$ cat src/design/wdsa_pkg.sv
// Shared constants, codes and controller/datapath interface types for the wall detector.
`default_nettype none
package wdsa_pkg;

	// Item kinds carried in tuser bit 0
	localparam logic KIND_ACCUM = 1'b0;
	localparam logic KIND_EVAL  = 1'b1;

	// Configuration register indexes
	localparam logic [1:0] REG_SIDE_THR        = 2'd0;
	localparam logic [1:0] REG_FRONT_SINGLE    = 2'd1;
	localparam logic [1:0] REG_FRONT_MEAN      = 2'd2;

	// Threshold reset values
	localparam logic [7:0] SIDE_THR_RST        = 8'd90;
	localparam logic [7:0] FRONT_SINGLE_RST    = 8'd80;
	localparam logic [7:0] FRONT_MEAN_RST      = 8'd100;

	// Side samples count only while the front sensors read above these
	localparam logic [7:0] FRONT_RIGHT_MIN     = 8'd20;
	localparam logic [7:0] FRONT_LEFT_MIN      = 8'd5;

	// Divider lanes, one per sensor sum
	localparam logic [1:0] LANE_FRONT_RIGHT    = 2'd0;
	localparam logic [1:0] LANE_FRONT_LEFT     = 2'd1;
	localparam logic [1:0] LANE_RIGHT          = 2'd2;
	localparam logic [1:0] LANE_LEFT           = 2'd3;

	// Quotient bits per average
	localparam int unsigned AVG_W              = 8;
	localparam logic [2:0] STEP_FIRST          = 3'd7;
	localparam logic [2:0] STEP_LAST           = 3'd0;

	// Controller commands to the datapath
	typedef struct packed {
		logic       item_load;   // capture the input beat
		logic       acc_apply;   // add the captured samples to the sums
		logic       div_load;    // load the divider with the sum of lane
		logic       div_step;    // run one quotient bit
		logic [1:0] lane;        // divider lane
		logic [2:0] step;        // quotient bit position
		logic       out_load;    // load the result register
		logic       out_eval;    // result is an evaluation, else all zero
		logic       clear;       // clear sums and counts
	} wdsa_cmd_t;

	// Datapath status to the controller
	typedef struct packed {
		logic kind;              // kind of the captured item
	} wdsa_sts_t;

endpackage
`default_nettype wire

$ cat src/design/wdsa_ctrl.sv
// Controller state machine: item sequencing, shared divider schedule and output valid.
`default_nettype none
module wdsa_ctrl (
	input  wire logic               clk,
	input  wire logic               arst_n,
	input  wire logic               s_tvalid,
	output logic                    s_tready,
	output logic                    m_tvalid,
	input  wire logic               m_tready,
	output wdsa_pkg::wdsa_cmd_t     cmd,
	input  wire wdsa_pkg::wdsa_sts_t sts
);

	localparam logic [2:0] ST_IDLE = 3'd0;
	localparam logic [2:0] ST_EXEC = 3'd1;
	localparam logic [2:0] ST_LOAD = 3'd2;
	localparam logic [2:0] ST_DIV  = 3'd3;
	localparam logic [2:0] ST_FIN  = 3'd4;

	logic [2:0] state_q;
	logic [2:0] state_nxt;
	logic [1:0] lane_q;
	logic [2:0] step_q;
	logic       out_valid_q;
	logic       out_free;
	logic       in_beat;

	assign out_free = !out_valid_q || m_tready;
	assign s_tready = (state_q == ST_IDLE);
	assign in_beat  = s_tvalid && s_tready;
	assign m_tvalid = out_valid_q;

	// Decode commands and next state
	always_comb begin
		cmd           = '0;
		cmd.lane      = lane_q;
		cmd.step      = step_q;
		cmd.item_load = in_beat;
		state_nxt     = state_q;
		unique case (state_q)
			ST_IDLE: begin
				if (in_beat) begin
					state_nxt = ST_EXEC;
				end
			end
			ST_EXEC: begin
				if (sts.kind == wdsa_pkg::KIND_EVAL) begin
					state_nxt = ST_LOAD;
				end else if (out_free) begin
					cmd.acc_apply = 1'b1;
					cmd.out_load  = 1'b1;
					state_nxt     = ST_IDLE;
				end
			end
			ST_LOAD: begin
				cmd.div_load = 1'b1;
				state_nxt    = ST_DIV;
			end
			ST_DIV: begin
				cmd.div_step = 1'b1;
				if (step_q == wdsa_pkg::STEP_LAST) begin
					state_nxt = (lane_q == wdsa_pkg::LANE_LEFT) ? ST_FIN : ST_LOAD;
				end
			end
			ST_FIN: begin
				if (out_free) begin
					cmd.out_load = 1'b1;
					cmd.out_eval = 1'b1;
					cmd.clear    = 1'b1;
					state_nxt    = ST_IDLE;
				end
			end
			default: begin
				state_nxt = ST_IDLE;
			end
		endcase
	end

	// Advance state, lane and step counters
	always_ff @(posedge clk or negedge arst_n) begin
		if (!arst_n) begin
			state_q <= ST_IDLE;
			lane_q  <= wdsa_pkg::LANE_FRONT_RIGHT;
			step_q  <= wdsa_pkg::STEP_FIRST;
		end else begin
			state_q <= state_nxt;
			if (state_q == ST_EXEC) begin
				lane_q <= wdsa_pkg::LANE_FRONT_RIGHT;
			end
			if (cmd.div_load) begin
				step_q <= wdsa_pkg::STEP_FIRST;
			end else if (cmd.div_step) begin
				step_q <= step_q - 3'd1;
				if (step_q == wdsa_pkg::STEP_LAST) begin
					lane_q <= lane_q + 2'd1;
				end
			end
		end
	end

	// Hold the output beat until taken
	always_ff @(posedge clk or negedge arst_n) begin
		if (!arst_n) begin
			out_valid_q <= 1'b0;
		end else if (cmd.out_load) begin
			out_valid_q <= 1'b1;
		end else if (m_tready) begin
			out_valid_q <= 1'b0;
		end
	end

endmodule
`default_nettype wire

$ cat src/design/wdsa_dp.sv
// Datapath: item register, running sums and counts, serial divider, thresholds and result.
`default_nettype none
module wdsa_dp #(
	parameter int unsigned MAX_SAMPLES = 65535
) (
	input  wire logic               clk,
	input  wire logic               arst_n,
	input  wire wdsa_pkg::wdsa_cmd_t cmd,
	output wdsa_pkg::wdsa_sts_t     sts,
	input  wire logic [31:0]        s_tdata,
	input  wire logic [2:0]         s_tuser,
	input  wire logic               cfg_we,
	input  wire logic [1:0]         cfg_index,
	input  wire logic [7:0]         cfg_data,
	output logic [7:0]              m_tdata,
	output logic [0:0]              m_tuser
);

	localparam int unsigned CntW = $clog2(MAX_SAMPLES + 1);
	localparam int unsigned SumW = CntW + wdsa_pkg::AVG_W;
	localparam logic [CntW-1:0] CntMax = CntW'(MAX_SAMPLES);

	// Captured item
	logic       kind_q;
	logic       sel_front_q;
	logic       sel_side_q;
	logic [7:0] d_fr_q;
	logic [7:0] d_r_q;
	logic [7:0] d_l_q;
	logic [7:0] d_fl_q;

	// Thresholds
	logic [7:0] side_thr_q;
	logic [7:0] front_single_q;
	logic [7:0] front_mean_q;

	// Sums and counts
	logic [SumW-1:0] sum_fr_q;
	logic [SumW-1:0] sum_fl_q;
	logic [SumW-1:0] sum_r_q;
	logic [SumW-1:0] sum_l_q;
	logic [CntW-1:0] front_cnt_q;
	logic [CntW-1:0] side_cnt_q;

	// Divider
	logic [SumW-1:0]            rem_q;
	logic [7:0]                 quo_q;
	logic [SumW-1:0]            div_sum;
	logic [CntW-1:0]            div_cnt;
	logic [SumW-1:0]            div_trial;
	logic                       div_ge;
	logic [7:0]                 quo_nxt;
	logic [3:0][7:0]            avg_q;

	// Result
	logic       front_take;
	logic       side_take;
	logic       wall_l;
	logic       wall_r;
	logic       wall_f;
	logic [8:0] front_pair;
	logic [7:0] front_mean;
	logic       one_close;
	logic [2:0] walls_q;
	logic       decided_q;

	assign sts.kind = kind_q;

	// Capture the input beat
	always_ff @(posedge clk) begin
		if (cmd.item_load) begin
			kind_q      <= s_tuser[0];
			sel_front_q <= s_tuser[1];
			sel_side_q  <= s_tuser[2];
			d_fr_q      <= s_tdata[7:0];
			d_r_q       <= s_tdata[15:8];
			d_l_q       <= s_tdata[23:16];
			d_fl_q      <= s_tdata[31:24];
		end
	end

	// Write thresholds
	always_ff @(posedge clk or negedge arst_n) begin
		if (!arst_n) begin
			side_thr_q     <= wdsa_pkg::SIDE_THR_RST;
			front_single_q <= wdsa_pkg::FRONT_SINGLE_RST;
			front_mean_q   <= wdsa_pkg::FRONT_MEAN_RST;
		end else if (cfg_we) begin
			unique case (cfg_index)
				wdsa_pkg::REG_SIDE_THR:     side_thr_q     <= cfg_data;
				wdsa_pkg::REG_FRONT_SINGLE: front_single_q <= cfg_data;
				wdsa_pkg::REG_FRONT_MEAN:   front_mean_q   <= cfg_data;
				default: ;
			endcase
		end
	end

	assign front_take = sel_front_q && (front_cnt_q < CntMax);
	assign side_take  = sel_side_q && (d_fr_q > wdsa_pkg::FRONT_RIGHT_MIN)
		&& (d_fl_q > wdsa_pkg::FRONT_LEFT_MIN) && (side_cnt_q < CntMax);

	// Accumulate samples, clear on evaluation
	always_ff @(posedge clk or negedge arst_n) begin
		if (!arst_n) begin
			sum_fr_q    <= '0;
			sum_fl_q    <= '0;
			sum_r_q     <= '0;
			sum_l_q     <= '0;
			front_cnt_q <= '0;
			side_cnt_q  <= '0;
		end else if (cmd.clear) begin
			sum_fr_q    <= '0;
			sum_fl_q    <= '0;
			sum_r_q     <= '0;
			sum_l_q     <= '0;
			front_cnt_q <= '0;
			side_cnt_q  <= '0;
		end else if (cmd.acc_apply) begin
			if (front_take) begin
				sum_fr_q    <= sum_fr_q + SumW'(d_fr_q);
				sum_fl_q    <= sum_fl_q + SumW'(d_fl_q);
				front_cnt_q <= front_cnt_q + CntW'(1);
			end
			if (side_take) begin
				sum_r_q    <= sum_r_q + SumW'(d_r_q);
				sum_l_q    <= sum_l_q + SumW'(d_l_q);
				side_cnt_q <= side_cnt_q + CntW'(1);
			end
		end
	end

	// Select divider operands for the lane
	always_comb begin
		unique case (cmd.lane)
			wdsa_pkg::LANE_FRONT_RIGHT: div_sum = sum_fr_q;
			wdsa_pkg::LANE_FRONT_LEFT:  div_sum = sum_fl_q;
			wdsa_pkg::LANE_RIGHT:       div_sum = sum_r_q;
			default:                    div_sum = sum_l_q;
		endcase
		div_cnt = (cmd.lane == wdsa_pkg::LANE_FRONT_RIGHT ||
			cmd.lane == wdsa_pkg::LANE_FRONT_LEFT) ? front_cnt_q : side_cnt_q;
	end

	// One restoring step: the average is below 256, so eight quotient bits suffice
	assign div_trial = SumW'(div_cnt) << cmd.step;
	assign div_ge    = (rem_q >= div_trial);
	assign quo_nxt   = quo_q | (8'(div_ge) << cmd.step);

	always_ff @(posedge clk) begin
		if (cmd.div_load) begin
			rem_q <= div_sum;
			quo_q <= '0;
		end else if (cmd.div_step) begin
			if (div_ge) begin
				rem_q <= rem_q - div_trial;
			end
			quo_q <= quo_nxt;
			if (cmd.step == wdsa_pkg::STEP_LAST) begin
				avg_q[cmd.lane] <= quo_nxt;
			end
		end
	end

	// Compare averages with thresholds
	assign front_pair = {1'b0, avg_q[wdsa_pkg::LANE_FRONT_RIGHT]}
		+ {1'b0, avg_q[wdsa_pkg::LANE_FRONT_LEFT]};
	assign front_mean = front_pair[8:1];
	assign one_close  = (avg_q[wdsa_pkg::LANE_FRONT_RIGHT] < front_single_q)
		|| (avg_q[wdsa_pkg::LANE_FRONT_LEFT] < front_single_q);
	assign wall_l = (side_cnt_q != '0) && (avg_q[wdsa_pkg::LANE_LEFT] < side_thr_q);
	assign wall_r = (side_cnt_q != '0) && (avg_q[wdsa_pkg::LANE_RIGHT] < side_thr_q);
	assign wall_f = (front_cnt_q != '0) && one_close && (front_mean < front_mean_q);

	// Load the result register
	always_ff @(posedge clk) begin
		if (cmd.out_load) begin
			decided_q <= cmd.out_eval;
			walls_q   <= cmd.out_eval ? {wall_f, wall_r, wall_l} : 3'b000;
		end
	end

	assign m_tdata = {5'b00000, walls_q};
	assign m_tuser = decided_q;

endmodule
`default_nettype wire

$ cat src/design/wall_detect_by_sensor_average.sv
// Flow: an accumulate item is captured, then its samples are added and its result is
// loaded; an evaluate item runs four averages through one shared restoring divider at one
// quotient bit per cycle, each lane loaded and then stepped, before the result is loaded.
// Items: one at a time; the next is taken only once the last is done, and a result
// that waits on m_tready holds the next one back.
// Reset: arst_n clears sums, counts and control and loads the threshold defaults.
`default_nettype none
module wall_detect_by_sensor_average #(
	parameter int unsigned MAX_SAMPLES = 65535
) (
	input  wire logic        clk,
	input  wire logic        arst_n,
	input  wire logic        s_tvalid,
	output logic             s_tready,
	input  wire logic [31:0] s_tdata,   // dist_front_right, dist_right, dist_left, dist_front_left
	input  wire logic [2:0]  s_tuser,   // kind, select_front, select_side
	output logic             m_tvalid,
	input  wire logic        m_tready,
	output logic [7:0]       m_tdata,   // wall_left, wall_right, wall_front, zero fill
	output logic [0:0]       m_tuser,   // decided
	input  wire logic        cfg_valid,
	output logic             cfg_ready,
	input  wire logic [1:0]  cfg_index,
	input  wire logic [7:0]  cfg_data
);

	wdsa_pkg::wdsa_cmd_t cmd;
	wdsa_pkg::wdsa_sts_t sts;

	// Take register writes at any time
	assign cfg_ready = 1'b1;

	wdsa_ctrl u_ctrl (
		.clk      (clk),
		.arst_n   (arst_n),
		.s_tvalid (s_tvalid),
		.s_tready (s_tready),
		.m_tvalid (m_tvalid),
		.m_tready (m_tready),
		.cmd      (cmd),
		.sts      (sts)
	);

	wdsa_dp #(
		.MAX_SAMPLES (MAX_SAMPLES)
	) u_dp (
		.clk       (clk),
		.arst_n    (arst_n),
		.cmd       (cmd),
		.sts       (sts),
		.s_tdata   (s_tdata),
		.s_tuser   (s_tuser),
		.cfg_we    (cfg_valid && cfg_ready),
		.cfg_index (cfg_index),
		.cfg_data  (cfg_data),
		.m_tdata   (m_tdata),
		.m_tuser   (m_tuser)
	);

endmodule
`default_nettype wire

$ cat config.mk
export PLATFORM = sky130hd
export DESIGN_NAME = wall_detect_by_sensor_average
export DESIGN_NICKNAME = d
export VERILOG_FILES = /design/src/design/wdsa_pkg.sv /design/src/design/wdsa_ctrl.sv /design/src/design/wdsa_dp.sv /design/src/design/wall_detect_by_sensor_average.sv
export SDC_FILE = /design/constraint.sdc
export NUM_CORES = 1
export LEC_CHECK = 0
export BUFFER_PORTS_ARGS = -buffer_cell sky130_fd_sc_hd__buf_2
export CORE_MARGIN = 1.5
export CORE_UTILIZATION = 43
export DETAILED_ROUTE_END_ITERATION = 12
export SLEW_MARGIN = 30
export SYNTH_ARGS = -nofsm -noshare
export SYNTH_HDL_FRONTEND = slang
export SYNTH_SLANG_ARGS = --single-unit
$ cat constraint.sdc
create_clock -name clk -period 12.66 [get_ports clk]
set_clock_uncertainty 0.05 [all_clocks]
set_input_delay 0.633 -clock clk [delete_from_list [all_inputs] [get_ports clk]]
set_output_delay 0.633 -clock clk [all_outputs]
set_load 0.03 [all_outputs]
# After elaboration in Yosys (flattened, before gate mapping)
# Cells that the tools add are included.
# word_totals
regBits	264
latchBits	0
ram_bits	0
rom_bits	0
elab_cells	147
memories	0
# op_classes
n_addsub	10
mul	0
n_div	0
n_lt_le_gt_ge	12
eq_ne	11
shift	2
muxes	48
bitwise_logic	2
reduce_logical	34
# op_table
operator	n
$mux 24	15
$mux 16	7
$add 24x8->24	4
$pmux 24 s3	1
$lt 8x8->1	5
$add 16x1->16 const B	2
$bwmux 32	1
$lt 16x16->1 const B	2
$reduce_bool 16->1	2
$ge 24x24->1	1
$mux 3	8
$shl 16x3->24	1
$sub 24x24->24	1
$demux 8 s2	1
$pmux 3 s5	1
$reduce_and 2->1	7
$reduce_bool 2->1	6
$logic_and 1x1->1	10
$mux 2	5
$add 8x8->9	1
$gt 8x3->1 const B	1
$gt 8x5->1 const B	1
$mux 8	1
$or 8x8->8	1
other kinds (20)	34

# Depth between registers and ports, before layout
# depth
word_depth	8
ltp_mapped	18

# By module
# From an unflattened synthesis, not the netlist that was laid out.
# unflattened
hier_cells	1651
area_unflattened_um2	16647.2
# modules_own_cells
module	instances	cells_per_inst	area_each_um2	seq_area_each_um2
wdsa_dp	1	1583	16045.4	6827.8
wdsa_ctrl	1	66	590.6	229.0
wall_detect_by_sensor_average	1	2	11.3	0.0

# Worst setup path after synthesis
# No wires, ideal clock.
# synth_timing
kind	register -> register
startpoint	register u_ctrl.lane_q[0]
endpoint	register u_dp.rem_q[0], enable pin
setup_ns	0.419
arrival_time_ns	4.640
setup_slack_ns	7.550
stages_incl_launch_ff	17
period_less_slack_ns	5.110
path_cell_list	dfrtp_1 > inv_1 > ha_1 > clkbuf_1 > nor2_2 > buf_2 > mux2i_1 > mux2i_1 > mux2i_1 > mux2_2 > ha_1 > clkbuf_1 > nand2_1 > o211ai_1 > a31oi_1 > or2_2 > a41oi_1
# synth_via
elab_chain_len	7
word_cells_on_any_way	8
cone_classes	1 x order compare; 1 x eq/ne; 1 x shift; 1 x mux; 4 x reduce/logical
# synth_rtl
item	line_no	rtl
from (decl)	wdsa_ctrl.sv:22	logic [1:0] lane_q;
from (signal assigned)	wdsa_ctrl.sv:83	lane_q <= wdsa_pkg::LANE_FRONT_RIGHT;
from (signal assigned)	wdsa_ctrl.sv:88	lane_q <= wdsa_pkg::LANE_FRONT_RIGHT;
from (signal assigned)	wdsa_ctrl.sv:95	lane_q <= lane_q + 2'd1;
$eq 2x1->1 / $logic_not 2->1 (equally long branches)	wdsa_dp.sv:141, wdsa_dp.sv:140	
$logic_or 1x1->1 *	wdsa_dp.sv:140	div_cnt = (cmd.lane == wdsa_pkg::LANE_FRONT_RIGHT ||
$mux 16 *	wdsa_dp.sv:141	cmd.lane == wdsa_pkg::LANE_FRONT_LEFT) ? front_cnt_q : side_cnt_q;
$shl 16x3->24 *	wdsa_dp.sv:145	assign div_trial = SumW'(div_cnt) << cmd.step;
$ge 24x24->1 *	wdsa_dp.sv:146	assign div_ge = (rem_q >= div_trial);
$reduce_bool 2->1 (no line) *	--	
$reduce_and 2->1 (no line) *	--	
to (signal assigned)	wdsa_dp.sv:151	rem_q <= div_sum;
to (signal assigned)	wdsa_dp.sv:155	rem_q <= rem_q - div_trial;
to (decl)	wdsa_dp.sv:46	logic [SumW-1:0] rem_q;
# Mark *: on every way between the ends. The rest lies on a longest branch, timed or not.
# A chain may end at the register's enable or synchronous reset.

# Final worst setup path
# layout_timing
startpoint	register u_ctrl.lane_q[0]
endpoint	register u_dp.avg_q[15] (netlist name) (data pin)
# layout_via
elab_chain_len	8
word_cells_on_any_way	14
cone_classes	3 x order compare; 1 x eq/ne; 2 x shift; 4 x mux; 1 x bitwise; 3 x reduce/logical
# layout_rtl
item	line_no	rtl
$eq 2x1->1 / $logic_not 2->1 (equally long branches)	wdsa_dp.sv:141, wdsa_dp.sv:140	
$logic_or 1x1->1 *	wdsa_dp.sv:140	
$mux 16 *	wdsa_dp.sv:141	
$shl 16x3->24 *	wdsa_dp.sv:145	
$ge 24x24->1 *	wdsa_dp.sv:146	
$shl 1x3->8 *	wdsa_dp.sv:147	assign quo_nxt = quo_q | (8'(div_ge) << cmd.step);
$or 8x8->8 *	wdsa_dp.sv:147	
via u_dp.quo_nxt[7]	wdsa_dp.sv:52	logic [7:0] quo_nxt;
$bwmux 32 *	wdsa_dp.sv:159	avg_q[cmd.lane] <= quo_nxt;
to (signal, indexed assignment)	wdsa_dp.sv:159	
to (decl)	wdsa_dp.sv:53	logic [3:0][7:0] avg_q;
# Mark *: on every way through the listed nets, which the timed path passes. The rest lies on a longest branch.

==> flow_summary.rst <==
.. list-table::
   :header-rows: 1

   * - Metric
     - Value
   * - Num Clock Sinks
     - about 260
   * - Global router's overall resource usage
     - 22.8%
   * - Clock-pin slew reported for the worst setup and hold paths after clock tree synthesis
     - approximately 0.060 ns
   * - Sequential cell area fraction in the yosys report
     - around 43%
   * - FMAX
     - between 0.15 and 0.2 GHz
   * - Initial Util
     - a little over two fifths
   * - Number of flops mapped to enable cells by yosys
     - 95
   * - Final Hold Vio Count
     - 0
   * - Most common cell after layout, fill and taps aside
     - sky130_fd_sc_hd__dfrtp_1
   * - Class of the most critical setup path
     - reg -> reg
   * - Total power divided by cell area
     - 203 nW/um^2
   * - Transition time at the pin with the least slew margin
     - 0.956 ns
   * - I/O pins
     - 62
   * - Final count of pins violating max slew
     - 0
   * - Unrepaired setup endpoints after global routing
     - false
   * - Placed Instances
     - around 2200
   * - Lkg Pwr
     - ~7.5 nW
   * - Final weighted congestion of routability-driven global placement
     - just under 0.9
   * - CTS resizes
     - 0
   * - Final Net Count
     - around 1800
   * - Number of CTS-inserted buffers
     - 31
   * - Critical Path Fanout Max
     - 26
   * - Proportion of synthesized flip-flops having asynchronous set or reset
     - 61.0%
   * - Count of vias placed by the detailed router
     - between 10000 and 15000
   * - Final setup fails
     - 0
   * - Outcome
     - finished clean
   * - Overflow after GRT
     - 0
   * - Setup slack on the worst flop-to-flop path
     - between 7 and 8 ns
   * - Setup TNS after final layout
     - 0 ns
   * - DRC
     - 0
   * - Post-Layout Inst Area
     - 18200 um^2
   * - Drt first-iter violations
     - between 1000 and 1500
   * - Half-perimeter wire length after placement
     - about 32000 um
   * - Highest-count cells in the layout ignoring fill and taps
     - 149 x sky130_fd_sc_hd__dfrtp_1, 107 x sky130_fd_sc_hd__ha_1, 104 x sky130_fd_sc_hd__o21ai_0
   * - Maximum capacitance violations
     - 0
   * - Port Buffer Count
     - 55
   * - Worst hold slack across all endpoints
     - between 0.15 and 0.2 ns
   * - Bufs on Longest Clock Path
     - 3
   * - Worst slew margin relative to its limit
     - between 30% and 40%
   * - Die area
     - between 30000 and 40000 um^2
   * - Pre-Repair DR Iteration Count
     - 8
   * - Warnings from Yosys
     - 0
   * - Global-route wire length before repair
     - slightly above 70000 um
   * - Critical path data required time
     - approximately 13 ns
   * - Total placed instance area
     - ~17000 um^2
   * - Max VDD drop
     - 132 uV
   * - Final min period
     - around 5.4 ns
   * - Number of distinct library cell variants in the gate-level netlist after synthesis
     - 78
   * - Worst Setup Slack post-DPL
     - 7.41 ns
   * - Launch point of the worst reg-to-reg path
     - u_ctrl.lane_q[0]
   * - Fraction of final layout cells sized beyond drive strength 1
     - a little under an eighth
   * - Number of cell instances on the worst register-to-register path
     - 16
   * - Cell area after synthesis
     - approximately 16000 um^2
   * - Synth-to-Final Area Change
     - 10.7%
   * - Average size of a mapped cell
     - 9.91 um^2
   * - Hold/Removal Path Class
     - in -> reg
   * - Main synth FF type
     - sky130_fd_sc_hd__dfrtp_1
   * - Endpoint class of the critical path
     - register
   * - Routed Antenna Nets
     - 0
   * - Final Power
     - around 3.7 mW
   * - Syn Inst Count
     - 1656
   * - Die height
     - 198 um
   * - Capture point of the worst path
     - u_dp.avg_q[15]
   * - Register bit total from synthesis
     - about 260
   * - Final cell utilization of the core
     - 48.3%
   * - Routed wire per std cell
     - slightly below 20 um
   * - Number of antenna violations at the first check in global routing
     - 0
   * - Via-per-instance ratio
     - about 5.9
   * - Wire length after detailed routing
     - around 44000 um
   * - Floorplan Core Area
     - about 38000 um^2
   * - Number of inserted diodes
     - 0
   * - Non-filler cells in the finished layout
     - between 2000 and 2500
   * - Type of origin of the critical path
     - register
   * - Capture instance of the worst register-to-register path
     - u_dp.avg_q[15]
   * - Via count of the first global-routing pass
     - around 13000
   * - Number of core rows
     - 71
   * - Fin worst setup slack
     - about 7.3 ns
   * - Critical path data arrival time
     - between 5 and 6 ns
   * - Pin count of the biggest net entering global routing
     - 59
   * - Later-pin clock latency in the skew report
     - approximately 0.59 ns
   * - Root Buffer Master
     - sky130_fd_sc_hd__clkbuf_16
   * - Clock tree from TritonCTS
     - built
   * - Final critical-path share of the clock period
     - a little over two fifths
   * - Deepest level of the CTS H-tree
     - 1
   * - Source of the critical timing path
     - u_ctrl.lane_q[0]
   * - Die W
     - between 150 and 200 um
## cells in the mapped netlist (7+ instances only)
cell | n | share of area, %
sky130_fd_sc_hd__a2111oi_0 | 7 | 0.37
sky130_fd_sc_hd__a211oi_1 | 11 | 0.50
sky130_fd_sc_hd__a21o_1 | 25 | 1.1
sky130_fd_sc_hd__a21oi_1 | 103 | 3.1
sky130_fd_sc_hd__a222oi_1 | 24 | 1.5
sky130_fd_sc_hd__a31o_2 | 13 | 0.69
sky130_fd_sc_hd__a31oi_1 | 8 | 0.31
sky130_fd_sc_hd__a32o_1 | 8 | 0.49
sky130_fd_sc_hd__and2_1 | 17 | 0.65
sky130_fd_sc_hd__and3_1 | 23 | 0.88
sky130_fd_sc_hd__and4_1 | 11 | 0.59
sky130_fd_sc_hd__buf_1 | 10 | 0.23
sky130_fd_sc_hd__buf_2 | 10 | 0.31
sky130_fd_sc_hd__clkbuf_1 | 57 | 1.3
sky130_fd_sc_hd__dfrtp_1 | 149 | 23
sky130_fd_sc_hd__dfstp_2 | 12 | 1.9
sky130_fd_sc_hd__dfxtp_1 | 8 | 0.98
sky130_fd_sc_hd__edfxtp_1 | 95 | 17
sky130_fd_sc_hd__ha_1 | 107 | 8.2
sky130_fd_sc_hd__inv_1 | 68 | 1.6
sky130_fd_sc_hd__mux2_2 | 28 | 1.9
sky130_fd_sc_hd__mux2i_1 | 57 | 3.5
sky130_fd_sc_hd__nand2_1 | 96 | 2.2
sky130_fd_sc_hd__nand2b_1 | 24 | 0.92
sky130_fd_sc_hd__nand3_1 | 64 | 2.0
sky130_fd_sc_hd__nand4_1 | 29 | 1.1
sky130_fd_sc_hd__nor2_1 | 100 | 2.3
sky130_fd_sc_hd__nor2b_1 | 19 | 0.72
sky130_fd_sc_hd__nor3_1 | 37 | 1.1
sky130_fd_sc_hd__nor4_1 | 23 | 0.88
sky130_fd_sc_hd__o2111ai_1 | 8 | 0.43
sky130_fd_sc_hd__o211ai_1 | 17 | 0.78
sky130_fd_sc_hd__o21a_1 | 24 | 1.1
sky130_fd_sc_hd__o21ai_0 | 104 | 3.2
sky130_fd_sc_hd__o21ai_1 | 7 | 0.21
sky130_fd_sc_hd__o21bai_1 | 8 | 0.37
sky130_fd_sc_hd__o31a_1 | 9 | 0.48
sky130_fd_sc_hd__o31ai_1 | 40 | 1.8
sky130_fd_sc_hd__or3_1 | 25 | 0.95
sky130_fd_sc_hd__or4_1 | 29 | 1.3
sky130_fd_sc_hd__xnor2_1 | 22 | 1.2
sky130_fd_sc_hd__xor2_1 | 42 | 2.2
## worst max-delay path, cell delays in order (launching register included)
cell                       delay (ns)
sky130_fd_sc_hd__dfrtp_1         0.40
sky130_fd_sc_hd__inv_1           0.10
sky130_fd_sc_hd__ha_1            0.20
sky130_fd_sc_hd__buf_4           0.22
sky130_fd_sc_hd__nor2_2          0.78
sky130_fd_sc_hd__mux2i_1         0.35
sky130_fd_sc_hd__mux2i_1         0.14
sky130_fd_sc_hd__mux2i_1         0.21
sky130_fd_sc_hd__nor2b_1         0.07
sky130_fd_sc_hd__a21oi_1         0.19
sky130_fd_sc_hd__ha_1            0.35
sky130_fd_sc_hd__a21o_1          0.25
sky130_fd_sc_hd__a311oi_1        0.38
sky130_fd_sc_hd__a21oi_1         0.13
sky130_fd_sc_hd__nor3_1          0.27
sky130_fd_sc_hd__nand3_1         0.52
sky130_fd_sc_hd__a41o_1          0.47
## cell type report
| type | instances | area [um^2] |
|---|---|---|
| Clock inverter | 15 | 118 |
| Inverter | 71 | 267 |
| Multi-Input combinational cell | 1242 | 8770 |
| Timing Repair Buffer | 76 | 442 |
| Sequential cell | 264 | 7060 |
| Fill cell | 3547 | 19400 |
| Tap cell | 511 | 639 |
| Clock buffer | 43 | 861 |
## power by group
group,internal (mW),switching [mW],leakage [nW]
logic,0.619,0.924,3.97
registers,1.11,0.173,3.06
clock network,0.495,0.368,0.491
total,2.23,1.47,7.52
## flip-flops by register name, indices dropped and copies added, names as in the netlist, 16 cells and up
name / cells
u_dp.avg_q: 32
u_dp.front_cnt_q: 16
u_dp.rem_q: 24
u_dp.side_cnt_q: 16
u_dp.sum_fl_q: 24
u_dp.sum_fr_q: 24
u_dp.sum_l_q: 24
u_dp.sum_r_q: 24
## worst min path at each step
stage	cells past startpoint	slack, ns	end	start
6_report	1	0.17	u_dp.d_fl_q[2]	s_tdata[26]
3_5_place_dp	1	0.40	u_dp.quo_q[0]	u_dp.quo_q[0]
4_1_cts	1	0.14	u_dp.d_fl_q[2]	s_tdata[26]
5_1_grt	1	0.14	u_dp.d_fl_q[3]	s_tdata[27]
3_3_place_gp	1	0.40	u_dp.quo_q[0]	u_dp.quo_q[0]
2_1_floorplan	0	0.29	u_ctrl.lane_q[0]	arst_n
## per-layer routing
layer / part of all wire, % / track usage, %
met3: 4.9 / 3.19
met5: 0 / 0
met1: 44 / 30.3
met2: 47 / 38.1
met4: 3.2 / 8.00
## what timing repair did
| item | CTS | global route |
|---|---|---|
| setup buffers | 0 | 0 |
| hold buffers | 1 | 0 |
| endpoints found under the hold margin | 51 | 0 |
## cells by family after synthesis
family / count (synthesis) / share of synthesized area [%]
AO/OA/AOI/OAI: 454 / 18.7
XOR/XNOR: 64 / 3.42
adder cells (fa/ha/maj): 113 / 8.89
buffers and inverters: 154 / 3.74
flip-flops: 264 / 43.0
multiplexers: 86 / 5.47
other: 2 / 0.0458
AND/OR/NAND/NOR: 519 / 16.8
Power figures use the tool's default switching activity.
